$ cat config.mk
export PLATFORM = sky130hd
export DESIGN_NAME = serial_command_line_parser_flat
export DESIGN_NICKNAME = d
export VERILOG_FILES = /design/src/sclp_pkg.sv /design/src/sclp_rx_if.sv /design/src/sclp_res_if.sv /design/src/serial_command_line_parser.sv /design/src/flat_wrapper.sv
export SDC_FILE = /design/constraint.sdc
export NUM_CORES = 1
export LEC_CHECK = 0
export ABC_AREA = 1
export BUFFER_PORTS_ARGS = -buffer_cell sky130_fd_sc_hd__buf_2
export CAP_MARGIN = 20
export CORE_ASPECT_RATIO = 0.75
export CORE_MARGIN = 4
export CORE_UTILIZATION = 40
export CTS_CLUSTER_DIAMETER = 200
export CTS_CLUSTER_SIZE = 20
export DETAILED_ROUTE_END_ITERATION = 8
export PLACE_DENSITY = 0.65
export SYNTH_ARGS = -nofsm -noshare
export SYNTH_HDL_FRONTEND = slang
export SYNTH_SLANG_ARGS = --single-unit
$ cat constraint.sdc
create_clock -name clk_i -period 7.8 [get_ports clk_i]
set_input_delay 0 -clock clk_i [delete_from_list [all_inputs] [get_ports clk_i]]
set_output_delay 0 -clock clk_i [all_outputs]
set_load 0.005 [all_outputs]
$ cat src/sclp_pkg.sv
package sclp_pkg;

  localparam int unsigned LINE_LIMIT_DEF = 63;

  localparam logic [31:0] DEFAULT_COUNT = 32'd20;

  localparam logic [7:0] CHAR_NUL   = 8'h00;
  localparam logic [7:0] CHAR_TAB   = 8'h09;
  localparam logic [7:0] CHAR_LF    = 8'h0a;
  localparam logic [7:0] CHAR_CR    = 8'h0d;
  localparam logic [7:0] CHAR_SPACE = 8'h20;
  localparam logic [7:0] CHAR_ZERO  = 8'h30;
  localparam logic [7:0] CHAR_NINE  = 8'h39;

  typedef enum logic [2:0] {
    CMD_HELP    = 3'd0,
    CMD_READ    = 3'd1,
    CMD_DUMP    = 3'd2,
    CMD_STAT    = 3'd3,
    CMD_UNKNOWN = 3'd4
  } cmd_e;

  localparam logic [7:0] KEYWORDS [4][4] = '{
    '{8'h68, 8'h65, 8'h6c, 8'h70},
    '{8'h72, 8'h65, 8'h61, 8'h64},
    '{8'h64, 8'h75, 8'h6d, 8'h70},
    '{8'h73, 8'h74, 8'h61, 8'h74}
  };

  typedef struct packed {
    logic [2:0]  command;
    logic        has_argument;
    logic [31:0] dump_count;
    logic        count_invalid;
    logic [31:0] dropped_lines;
  } result_t;

endpackage

$ cat src/sclp_rx_if.sv
interface sclp_rx_if;
  logic       valid;
  logic       ready;
  logic [7:0] rx_byte;

  modport source (output valid, output rx_byte, input ready);
  modport sink (input valid, input rx_byte, output ready);
endinterface

$ cat src/sclp_res_if.sv
interface sclp_res_if;
  logic        valid;
  logic        ready;
  logic [2:0]  command;
  logic        has_argument;
  logic [31:0] dump_count;
  logic        count_invalid;
  logic [31:0] dropped_lines;

  modport source (
    output valid, output command, output has_argument, output dump_count,
    output count_invalid, output dropped_lines, input ready
  );
  modport sink (
    input valid, input command, input has_argument, input dump_count,
    input count_invalid, input dropped_lines, output ready
  );
endinterface

$ cat src/serial_command_line_parser.sv
// Channel  | Dir | Payload                                          | Transaction
// rx_i     | in  | rx_byte                                          | one received byte
// res_o    | out | command, has_argument, dump_count, count_invalid, | one parsed line
//          |     | dropped_lines                                    |
//
// One byte per cycle while the output buffer is not full; each byte is registered,
// then updates the line state, and the result of a CR or LF is registered in the output buffer.
// The dump argument update (times ten plus digit, overflow check) sets the path.
// Reset clears all line state and the dropped line count; no clearing pass.
// A two-entry output buffer keeps input flowing through a stalled sink;
// input stalls only while both entries hold results.
module serial_command_line_parser #(
  parameter int unsigned LINE_LIMIT = sclp_pkg::LINE_LIMIT_DEF
) (
  input  logic              clk_i,
  input  logic              rst_ni,
  sclp_rx_if.sink           rx_i,
  sclp_res_if.source        res_o
);

  localparam int unsigned LenW = $clog2(LINE_LIMIT + 1);

  logic [7:0]         rx_q;
  logic               rx_valid_q;
  logic               advance;

  logic [LenW-1:0]    len_q, len_d;
  logic               disc_q, disc_d;
  logic [1:0]         tok_q, tok_d;
  logic               inside_q, inside_d;
  logic [2:0]         pos_q, pos_d;
  logic [3:0]         cand_q, cand_d;
  logic [31:0]        val_q, val_d;
  logic               bad_q, bad_d;
  logic [31:0]        total_q, total_d;
  logic               ended_q, ended_d;

  logic               produce;
  sclp_pkg::result_t  res_new;
  sclp_pkg::result_t  out_q, skid_q;
  logic               out_valid_q, skid_valid_q;
  logic               out_free;

  sclp_pkg::cmd_e     cmd;
  logic               has_arg;
  logic               is_eol;
  logic               is_blank;
  logic               is_digit;
  logic [3:0]         digit;
  logic [35:0]        val_ext;
  logic [35:0]        val_next;

  assign advance     = rx_valid_q && !skid_valid_q;
  assign rx_i.ready  = !rx_valid_q || advance;

  always_ff @(posedge clk_i or negedge rst_ni) begin
    if (!rst_ni) begin
      rx_valid_q <= 1'b0;
    end else if (rx_i.ready) begin
      rx_valid_q <= rx_i.valid;
    end
  end

  always_ff @(posedge clk_i) begin
    if (rx_i.ready && rx_i.valid) begin
      rx_q <= rx_i.rx_byte;
    end
  end

  always_comb begin
    cmd = sclp_pkg::CMD_UNKNOWN;
    if (pos_q == 3'd4) begin
      if (cand_q[0]) begin
        cmd = sclp_pkg::CMD_HELP;
      end else if (cand_q[1]) begin
        cmd = sclp_pkg::CMD_READ;
      end else if (cand_q[2]) begin
        cmd = sclp_pkg::CMD_DUMP;
      end else if (cand_q[3]) begin
        cmd = sclp_pkg::CMD_STAT;
      end
    end
    has_arg = (tok_q >= 2'd2);
    res_new.command       = cmd;
    res_new.has_argument  = has_arg;
    res_new.dump_count    = '0;
    res_new.count_invalid = 1'b0;
    res_new.dropped_lines = total_q;
    if (cmd == sclp_pkg::CMD_DUMP) begin
      if (!has_arg) begin
        res_new.dump_count = sclp_pkg::DEFAULT_COUNT;
      end else if (bad_q || val_q == '0) begin
        res_new.count_invalid = 1'b1;
      end else begin
        res_new.dump_count = val_q;
      end
    end
  end

  assign is_eol   = (rx_q == sclp_pkg::CHAR_CR) || (rx_q == sclp_pkg::CHAR_LF);
  assign is_blank = (rx_q == sclp_pkg::CHAR_SPACE) || (rx_q == sclp_pkg::CHAR_TAB);
  assign is_digit = (rx_q >= sclp_pkg::CHAR_ZERO) && (rx_q <= sclp_pkg::CHAR_NINE);
  assign digit    = 4'(rx_q - sclp_pkg::CHAR_ZERO);
  assign val_ext  = {4'b0, val_q};
  assign val_next = (val_ext << 3) + (val_ext << 1) + {32'b0, digit};

  always_comb begin
    len_d    = len_q;
    disc_d   = disc_q;
    tok_d    = tok_q;
    inside_d = inside_q;
    pos_d    = pos_q;
    cand_d   = cand_q;
    val_d    = val_q;
    bad_d    = bad_q;
    total_d  = total_q;
    ended_d  = ended_q;
    produce  = 1'b0;
    if (advance) begin
      if (is_eol || (!disc_q && len_q >= LenW'(LINE_LIMIT))) begin
        // end of line or overlong line: clear; an overlong line is then discarded up to its end
        produce  = is_eol && !disc_q && (len_q != '0) && (tok_q != 2'd0);
        len_d    = '0;
        disc_d   = !is_eol;
        tok_d    = '0;
        inside_d = 1'b0;
        pos_d    = '0;
        cand_d   = 4'hf;
        val_d    = '0;
        bad_d    = 1'b0;
        ended_d  = 1'b0;
        if (!is_eol) begin
          total_d = total_q + 32'd1;
        end
      end else if (!disc_q) begin
        len_d = LenW'(len_q + 1'b1);
        if (!ended_q) begin
          if (rx_q == sclp_pkg::CHAR_NUL) begin
            ended_d  = 1'b1;
            inside_d = 1'b0;
          end else if (is_blank) begin
            inside_d = 1'b0;
          end else begin
            inside_d = 1'b1;
            if (!inside_q) begin
              tok_d = (tok_q < 2'd2) ? 2'(tok_q + 2'd1) : 2'd3;
            end
            if (tok_d == 2'd1) begin
              if (pos_q < 3'd4) begin
                for (int k = 0; k < 4; k++) begin
                  if (sclp_pkg::KEYWORDS[k][pos_q[1:0]] != rx_q) begin
                    cand_d[k] = 1'b0;
                  end
                end
              end else begin
                cand_d = '0;
              end
              if (pos_q < 3'd5) begin
                pos_d = 3'(pos_q + 3'd1);
              end
            end else if (tok_d == 2'd2 && !bad_q) begin
              if (!is_digit || val_next[35:32] != 4'd0) begin
                bad_d = 1'b1;
              end else begin
                val_d = val_next[31:0];
              end
            end
          end
        end
      end
    end
  end

  always_ff @(posedge clk_i or negedge rst_ni) begin
    if (!rst_ni) begin
      len_q    <= '0;
      disc_q   <= 1'b0;
      tok_q    <= '0;
      inside_q <= 1'b0;
      pos_q    <= '0;
      cand_q   <= 4'hf;
      val_q    <= '0;
      bad_q    <= 1'b0;
      total_q  <= '0;
      ended_q  <= 1'b0;
    end else begin
      len_q    <= len_d;
      disc_q   <= disc_d;
      tok_q    <= tok_d;
      inside_q <= inside_d;
      pos_q    <= pos_d;
      cand_q   <= cand_d;
      val_q    <= val_d;
      bad_q    <= bad_d;
      total_q  <= total_d;
      ended_q  <= ended_d;
    end
  end

  assign out_free = !out_valid_q || res_o.ready;

  always_ff @(posedge clk_i or negedge rst_ni) begin
    if (!rst_ni) begin
      out_valid_q  <= 1'b0;
      skid_valid_q <= 1'b0;
    end else if (out_free) begin
      out_valid_q  <= skid_valid_q || produce;
      skid_valid_q <= 1'b0;
    end else if (produce) begin
      skid_valid_q <= 1'b1;
    end
  end

  always_ff @(posedge clk_i) begin
    if (out_free) begin
      out_q <= skid_valid_q ? skid_q : res_new;
    end else if (produce) begin
      skid_q <= res_new;
    end
  end

  assign res_o.valid         = out_valid_q;
  assign res_o.command       = out_q.command;
  assign res_o.has_argument  = out_q.has_argument;
  assign res_o.dump_count    = out_q.dump_count;
  assign res_o.count_invalid = out_q.count_invalid;
  assign res_o.dropped_lines = out_q.dropped_lines;

  a_skid_behind_out: assert property (@(posedge clk_i) disable iff (!rst_ni)
    skid_valid_q |-> out_valid_q)
    else $error("skid entry held without output entry");

  a_cand_cleared_long: assert property (@(posedge clk_i) disable iff (!rst_ni)
    (pos_q > 3'd4) |-> (cand_q == 4'h0))
    else $error("keyword candidates left on overlong first token");

  a_inside_has_token: assert property (@(posedge clk_i) disable iff (!rst_ni)
    inside_q |-> (tok_q != 2'd0))
    else $error("inside a token with no token counted");

  a_invalid_only_dump: assert property (@(posedge clk_i) disable iff (!rst_ni)
    (out_valid_q && out_q.count_invalid) |->
      (out_q.command == sclp_pkg::CMD_DUMP && out_q.has_argument))
    else $error("count_invalid on a non-dump result");

  a_total_step: assert property (@(posedge clk_i) disable iff (!rst_ni)
    1'b1 |=> (total_q == $past(total_q) || total_q == $past(total_q) + 32'd1))
    else $error("dropped line count jumped");

endmodule

$ cat src/flat_wrapper.sv
// flat-port wrapper written by rule: the top's interface ports become plain ports
module serial_command_line_parser_flat 
#(
  parameter int unsigned LINE_LIMIT = sclp_pkg::LINE_LIMIT_DEF
)
  (clk_i, rst_ni, rx_i_valid, rx_i_rx_byte, rx_i_ready, res_o_valid, res_o_command, res_o_has_argument, res_o_dump_count, res_o_count_invalid, res_o_dropped_lines, res_o_ready);
  sclp_rx_if rx_i_i ();
  sclp_res_if res_o_i ();
  input  logic clk_i;
  input  logic rst_ni;
  input wire logic [$bits(rx_i_i.valid)-1:0] rx_i_valid;
  input wire logic [$bits(rx_i_i.rx_byte)-1:0] rx_i_rx_byte;
  output wire logic [$bits(rx_i_i.ready)-1:0] rx_i_ready;
  output wire logic [$bits(res_o_i.valid)-1:0] res_o_valid;
  output wire logic [$bits(res_o_i.command)-1:0] res_o_command;
  output wire logic [$bits(res_o_i.has_argument)-1:0] res_o_has_argument;
  output wire logic [$bits(res_o_i.dump_count)-1:0] res_o_dump_count;
  output wire logic [$bits(res_o_i.count_invalid)-1:0] res_o_count_invalid;
  output wire logic [$bits(res_o_i.dropped_lines)-1:0] res_o_dropped_lines;
  input wire logic [$bits(res_o_i.ready)-1:0] res_o_ready;
  assign rx_i_i.valid = rx_i_valid;
  assign rx_i_i.rx_byte = rx_i_rx_byte;
  assign rx_i_ready = rx_i_i.ready;
  assign res_o_valid = res_o_i.valid;
  assign res_o_command = res_o_i.command;
  assign res_o_has_argument = res_o_i.has_argument;
  assign res_o_dump_count = res_o_i.dump_count;
  assign res_o_count_invalid = res_o_i.count_invalid;
  assign res_o_dropped_lines = res_o_i.dropped_lines;
  assign res_o_i.ready = res_o_ready;
  serial_command_line_parser #(.LINE_LIMIT(LINE_LIMIT)) u_core (.clk_i(clk_i), .rst_ni(rst_ni), .rx_i(rx_i_i), .res_o(res_o_i));
endmodule
Word level (Yosys, flattened, before mapping). Cells that the tools add are included.

Register bits: 232. Bits of input ports: 12. Output and inout bits: 71. Logic and storage cells: 198.

$add $sub $neg: 7. Order comparisons: 8. Equality and inequality tests: 22. Multiplexer cells: 85. Bitwise gates (word level): 3. Reductions and logical operators: 46.

Operator list (count): 2-to-1 mux 32 bit (10); 2-to-1 mux 69 bit (1); binary-select mux 8 bit (select 2 bit) (4); 2-to-1 mux 8 bit (8); adder 35 x 33 -> 36 bit (1); adder 36 x 4 -> 36 bit (1); 2-to-1 mux 3 bit (12); AND reduction 7 bit (5); 2-to-1 mux 33 bit (1); adder 32 x 1 -> 32 bit (second input constant) (1); logical NOT 32 bit (1); != test 8 bit (4); 2-to-1 mux 4 bit (7); 2-to-1 mux 1 bit (27); 2-to-1 mux 2 bit (13); == test 8 x 4 -> 1 bit (second input constant) (3); AND reduction 8 bit (2); 2-to-1 mux 6 bit (2); != test 3 x 2 -> 1 bit (second input constant) (4); nonzero test 2 bit (6); == test 8 x 6 -> 1 bit (second input constant) (1); greater-or-equal comparator 8 x 6 -> 1 bit (second input constant) (1); less-or-equal comparator 8 x 6 -> 1 bit (second input constant) (1); logical AND 1 bit (8); 25 further kinds (47).

Logic depth before layout (Yosys ltp).
Depth in word-level cells: 18. Depth in mapped cells: 22. Mapped depth without buffers: 21.

Worst setup path after synthesis. No wires, ideal clock.

Path type: register -> register. From: register u_core.out_valid_q (netlist: u_core.res_o.valid). To: register u_core.skid_q[0] (netlist bit) (enable). Library setup time: 0.496 ns. Arrival: 5.017 ns. Required time: 7.304 ns. Setup slack: 2.286 ns. Cell stages (with the launch flop): 3. Path buffers: 0. Period minus slack after synthesis: 5.514 ns. Path through: dfrtp_1 nand2_1 nor2_1.

Cells in the longest elaborated chain, start to end: 4.

Ends and longest elaborated chain: start, declared (RTL line serial_command_line_parser.sv:41) `logic out_valid_q, skid_valid_q;`; start signal, assigned (RTL line serial_command_line_parser.sv:207) `out_valid_q <= skid_valid_q || produce;`; logical NOT 1 bit (RTL line serial_command_line_parser.sv:200) `assign out_free = !out_valid_q || res_o.ready;`; logical OR 1 bit (RTL line serial_command_line_parser.sv:200); named net u_core.out_free (RTL line serial_command_line_parser.sv:42) `logic out_free;`; inverter 1 bit (no line); AND reduction 2 bit (no line); end signal, assigned (RTL line serial_command_line_parser.sv:218) `skid_q <= res_new;`; end, declared (RTL line serial_command_line_parser.sv:40) `sclp_pkg::result_t out_q, skid_q;`.

The timed path passes the listed nets, and every way through them passes these cells. A chain may end at the register's enable or synchronous reset.

Worst setup path after layout.
From: register u_core.rx_q[3]. To: register u_core.val_q[10].

Cells in the longest elaborated chain, start to end: 10. Elaborated cells between the ends (all ways): 32. Classes of those cells: add/sub (2); order compare (2); eq/ne (10); mux (8); reduce/logical (10).

Ends and longest elaborated chain: start, declared (RTL line serial_command_line_parser.sv:23) `logic [7:0] rx_q;`; start signal, assigned (RTL line serial_command_line_parser.sv:66) `rx_q <= rx_i.rx_byte;`; subtractor 4 x 1 -> 4 bit (RTL line serial_command_line_parser.sv:103) `assign digit = 4'(rx_q - sclp_pkg::CHAR_ZERO);`; adder 36 x 4 -> 36 bit (RTL line serial_command_line_parser.sv:105) `assign val_next = (val_ext << 3) + (val_ext << 1) + {32'b0, digit};`; 2-to-1 mux 32 bit (RTL line serial_command_line_parser.sv:162) `if (!is_digit || val_next[35:32] != 4'd0) begin`; 2-to-1 mux 32 bit (RTL line serial_command_line_parser.sv:161) `end else if (tok_d == 2'd2 && !bad_q) begin`; 2-to-1 mux 32 bit (RTL line serial_command_line_parser.sv:148) `if (tok_d == 2'd1) begin`; 2-to-1 mux 32 bit (RTL line serial_command_line_parser.sv:141) `end else if (is_blank) begin`; 2-to-1 mux 32 bit (RTL line serial_command_line_parser.sv:138) `if (rx_q == sclp_pkg::CHAR_NUL) begin`; 2-to-1 mux 32 bit (RTL line serial_command_line_parser.sv:137) `if (!ended_q) begin`; 2-to-1 mux 32 bit (RTL line serial_command_line_parser.sv:135) `end else if (!disc_q) begin`; 2-to-1 mux 32 bit (RTL line serial_command_line_parser.sv:120) `if (is_eol || (!disc_q && len_q >= LenW'(LINE_LIMIT))) begin`; end signal, assigned (RTL line serial_command_line_parser.sv:193) `val_q <= val_d;`; end, declared (RTL line serial_command_line_parser.sv:33) `logic [31:0] val_q, val_d;`.

Parallel ways exist; a longest one is shown, timed or not. The select of a mux whose other input is x is not followed.

==> key figures <==
Run status
  • Status: finished clean

Detailed routing
  • Final wirelength: about 31 mm
  • DR iter-0 viols: between 800 and 900
  • Vias/cell: slightly below 5
  • DRC Markers: 0
  • DRT Pass-1 Iters: 6
  • Avg WL per Cell: about 16 um
  • Detailed-route via count: 9767
  • ANT nets after route: 0

Floorplanning
  • Site row count: 57
  • Die area: about 36000 sq um
  • Die Ht: 164.8 um
  • Top-Level Pins: between 80 and 90
  • CORE AREA: 32380 sq um
  • Starting Density: 0.4052
  • Die Wd: 217.1 um

Synthesis
  • Synth Cell Area: between 10000 and 15000 sq um
  • Area leader, netlist: edfxtp_1
  • Mapped Avg Cell Area: between 8 and 9 sq um
  • Gate Count Post-Synth: around 1500
  • Synthesized flop and latch total: around 230
  • Post-synth net total: 1558
  • Seq/Total Area, Yosys: 0.4986
  • Yosys top cell area share: 0.3342
  • Top-count cell post-synth: nand2_1
  • Number of synthesized flops with an enable pin: around 150
  • Top cells by count, synth: 460 x nand2_1, 182 x inv_1, 146 x edfxtp_1
  • Main synth FF type: edfxtp_1
  • Post-synth cell types: 53
  • Ys async rst share: 0.3707
  • Synth top area cells: edfxtp_1 33%, dfrtp_1 16%, nand2_1 13%
  • Synth warnings: 0

Cells and area
  • Fin util: 0.4452
  • Footprint of the multi-input gates: between 5000 and 6000 sq um
  • FF/Latch Area: around 6500 sq um
  • Non-filler cells, final: approximately 2000
  • Nets@finish: approximately 1600
  • Ant. Diodes: 0
  • Layout cells sized above 1: 0.1251
  • Area Overhead vs Synth: 9.870%
  • Fillers: between 3000 and 4000

Setup path
  • Worst setup EP type: flop
  • CP max FO: 32
  • CP Launch Type: flop
  • R2r setup slk: approximately 4 ns
  • Worst EP required: about 8.2 ns
  • Crit path DAT: 4.16 ns
  • WS Path Type: flop to flop

Power and ir drop
  • Worst vdd ir: approximately 120 uV
  • Pwr Total: ~0.0025 W
  • Pwr/cell area: approximately 180 nW/um^2
  • Leakage: around 7.0 nW

Timing
  • Rel. slew slack: 0.3385
  • Tmin final: around 3.8 ns
  • Setup violations, final: 0
  • Unrepaired setup endpoints after global routing: false
  • Clock Skew: between 0.015 and 0.02 ns
  • Setup TNS: 0 ns
  • Final worst path period share: 0.4869
  • Slew Viols, Final: 0
  • Peak Freq: roughly 260 MHz
  • Final Hold Vio Count: 0
  • Tightest Pin Transition: between 0.9 and 1 ns

GRT
  • Initial antenna violation count: 1
  • Largest net degree at the start of global routing: 100
  • GRT Total Usage: 0.1755
  • GRT Residual Overflow: 0
  • Vias in the first global route: 9404
  • First-pass GRT wire length: roughly 51 mm

Min path
  • HP Class: input pin to flop

Placed design
  • I/O Buffers: 82
  • Placed cell count: around 2000
  • GP Congestion: a little over 0.9
  • HPWL Detailed: 22.93 mm

Clock tree
  • Post-CTS Resized: 0
  • Post-CTS setup buffer count: 0
  • CTS Root Cell: clkbuf_16
  • Max Buffers Root-to-Sink: 3
  • CTS tree: done
  • TritonCTS buffer count: 15
  • Worst-Skew Late Latency: between 0.4 and 0.5 ns
  • CTS Sinks: roughly 230
  • Clock-pin slew of the registers on the worst-case setup and hold paths: 0.09 ns
  • H-tree depth: 1

Job
  • Max_cap viols: 0
[logic make-up after synthesis]
family          share of synthesized area
flops                              0.4986
fa+ha+maj                         0.07076
simple gates                       0.2623
xor+xnor                          0.03471
compound gates                    0.05646
buf+inv                           0.07715
[final timing paths]
path | start | end | cells past startpoint
worst max-delay path | u_core.rx_q[3] | u_core.val_q[10] | 19
worst min-delay path | res_o_ready | u_core.skid_valid_q | 4
worst max register to register | u_core.rx_q[3] | u_core.val_q[10] | 19
worst min register to register | u_core.total_q[31] | u_core.skid_q[31] | 0
max in group asynchronous | rst_ni | u_core.total_q[24] | 4
min in group asynchronous | rst_ni | u_core.val_q[16] | 3
[cells in the final DEF, fill, tap and decap left out, drive strengths merged]
| cell | netlist | final |
|---|---|---|
| nor3b | 3 | 3 |
| fa | 2 | 2 |
| nand4 | 25 | 25 |
| clkinv | 2 | 2 |
| a21oi | 61 | 61 |
| ha | 71 | 71 |
| o22ai | 1 | 1 |
| nand3b | 4 | 4 |
| a21o | 1 | 1 |
| o21a | 2 | 2 |
| a221oi | 1 | 1 |
| xnor2 | 10 | 10 |
| nor3 | 47 | 47 |
| xor2 | 42 | 42 |
| or2 | 2 | 2 |
| dfrtp | 82 | 82 |
| edfxtp | 146 | 146 |
| a211oi | 2 | 2 |
| inv | 190 | 191 |
| dfstp | 4 | 4 |
| nand3 | 76 | 76 |
| o21bai | 7 | 7 |
| o21ai | 59 | 59 |
| nor2 | 104 | 104 |
| nor4 | 11 | 11 |
| clkbuf | 8 | 23 |
| o41ai | 1 | 1 |
| and2 | 2 | 2 |
| dlygate4sd3 | 0 | 12 |
| buf | 30 | 88 |
| and3 | 1 | 1 |
| nand2 | 476 | 476 |
[per-layer routing]
metal / GRT usage / wire length (um)
met3: 0.02722 / 1726
met4: 0.03034 / 510
met2: 0.2605 / 12740
met5: 0 / 13
met1: 0.2739 / 16400
[stage by stage]
| step | cell area, sq um | hold slack [ns] | worst slack (ns) |
|---|---|---|---|
| final | 14420 | 0.01990 | 4.002 |
| after global routing | 14420 | 0.04444 | 3.683 |
| after CTS | 14390 | 0.01784 | 3.981 |
| after detailed placement | 13850 | -0.03067 | 4.016 |
| after global placement | 13850 | -0.03361 | 4.175 |
| after floorplan | 13120 | -0.2956 | 2.286 |
[where the power goes]
| part | switching [W] | total, W | internal (W) | leakage [nW] |
|---|---|---|---|---|
| clock | 0.000406 | 0.000769 | 0.000363 | 0.199 |
| combinational | 0.000240 | 0.000362 | 0.000123 | 4.15 |
| sequential | 0.0000491 | 0.00141 | 0.00136 | 2.67 |
| total | 0.000695 | 0.00254 | 0.00184 | 7.02 |
[flip-flops by register name, summed over array words and instances, names as in the netlist, 4 cells and up]
name,cells
u_core.cand_q,4
u_core.len_q,6
u_core.res_o.dropped_lines,32
u_core.val_q,32
u_core.total_q,32
u_core.res_o.dump_count,32
u_core.skid_q,69
u_core.rx_q,8
[cell type report]
class,count,area share
multi-input cells,1011,0.3872
clock buffers,23,0.02812
repair buffers,100,0.04149
clock inverters,1,0.0006076
inverters,192,0.05034
well taps,442,0.03836
flip-flops and latches,232,0.4539
[timing repair]
item	CTS	global route
hold buffers	12	0
hold endpoints to repair	39	0
setup endpoints to repair	0	0
[critical path: stages, from the launching register on]
cell and delay (ns):
edfxtp_1 0.50, inv_1 0.14, fa_1 0.55, fa_1 0.48, inv_1 0.07, nand2_1 0.04, nand2_1 0.11, nand3_1 0.08
nand2_1 0.12, nand2_1 0.08, nand2_2 0.10, nand2_1 0.10, nand3_1 0.08, nand2_1 0.05, nor2_1 0.12, nand2_2 0.09
nand2_4 0.34, nand2_4 0.35, nand2_1 0.17, nand2_1 0.06
(Power assumes the default switching activity.)
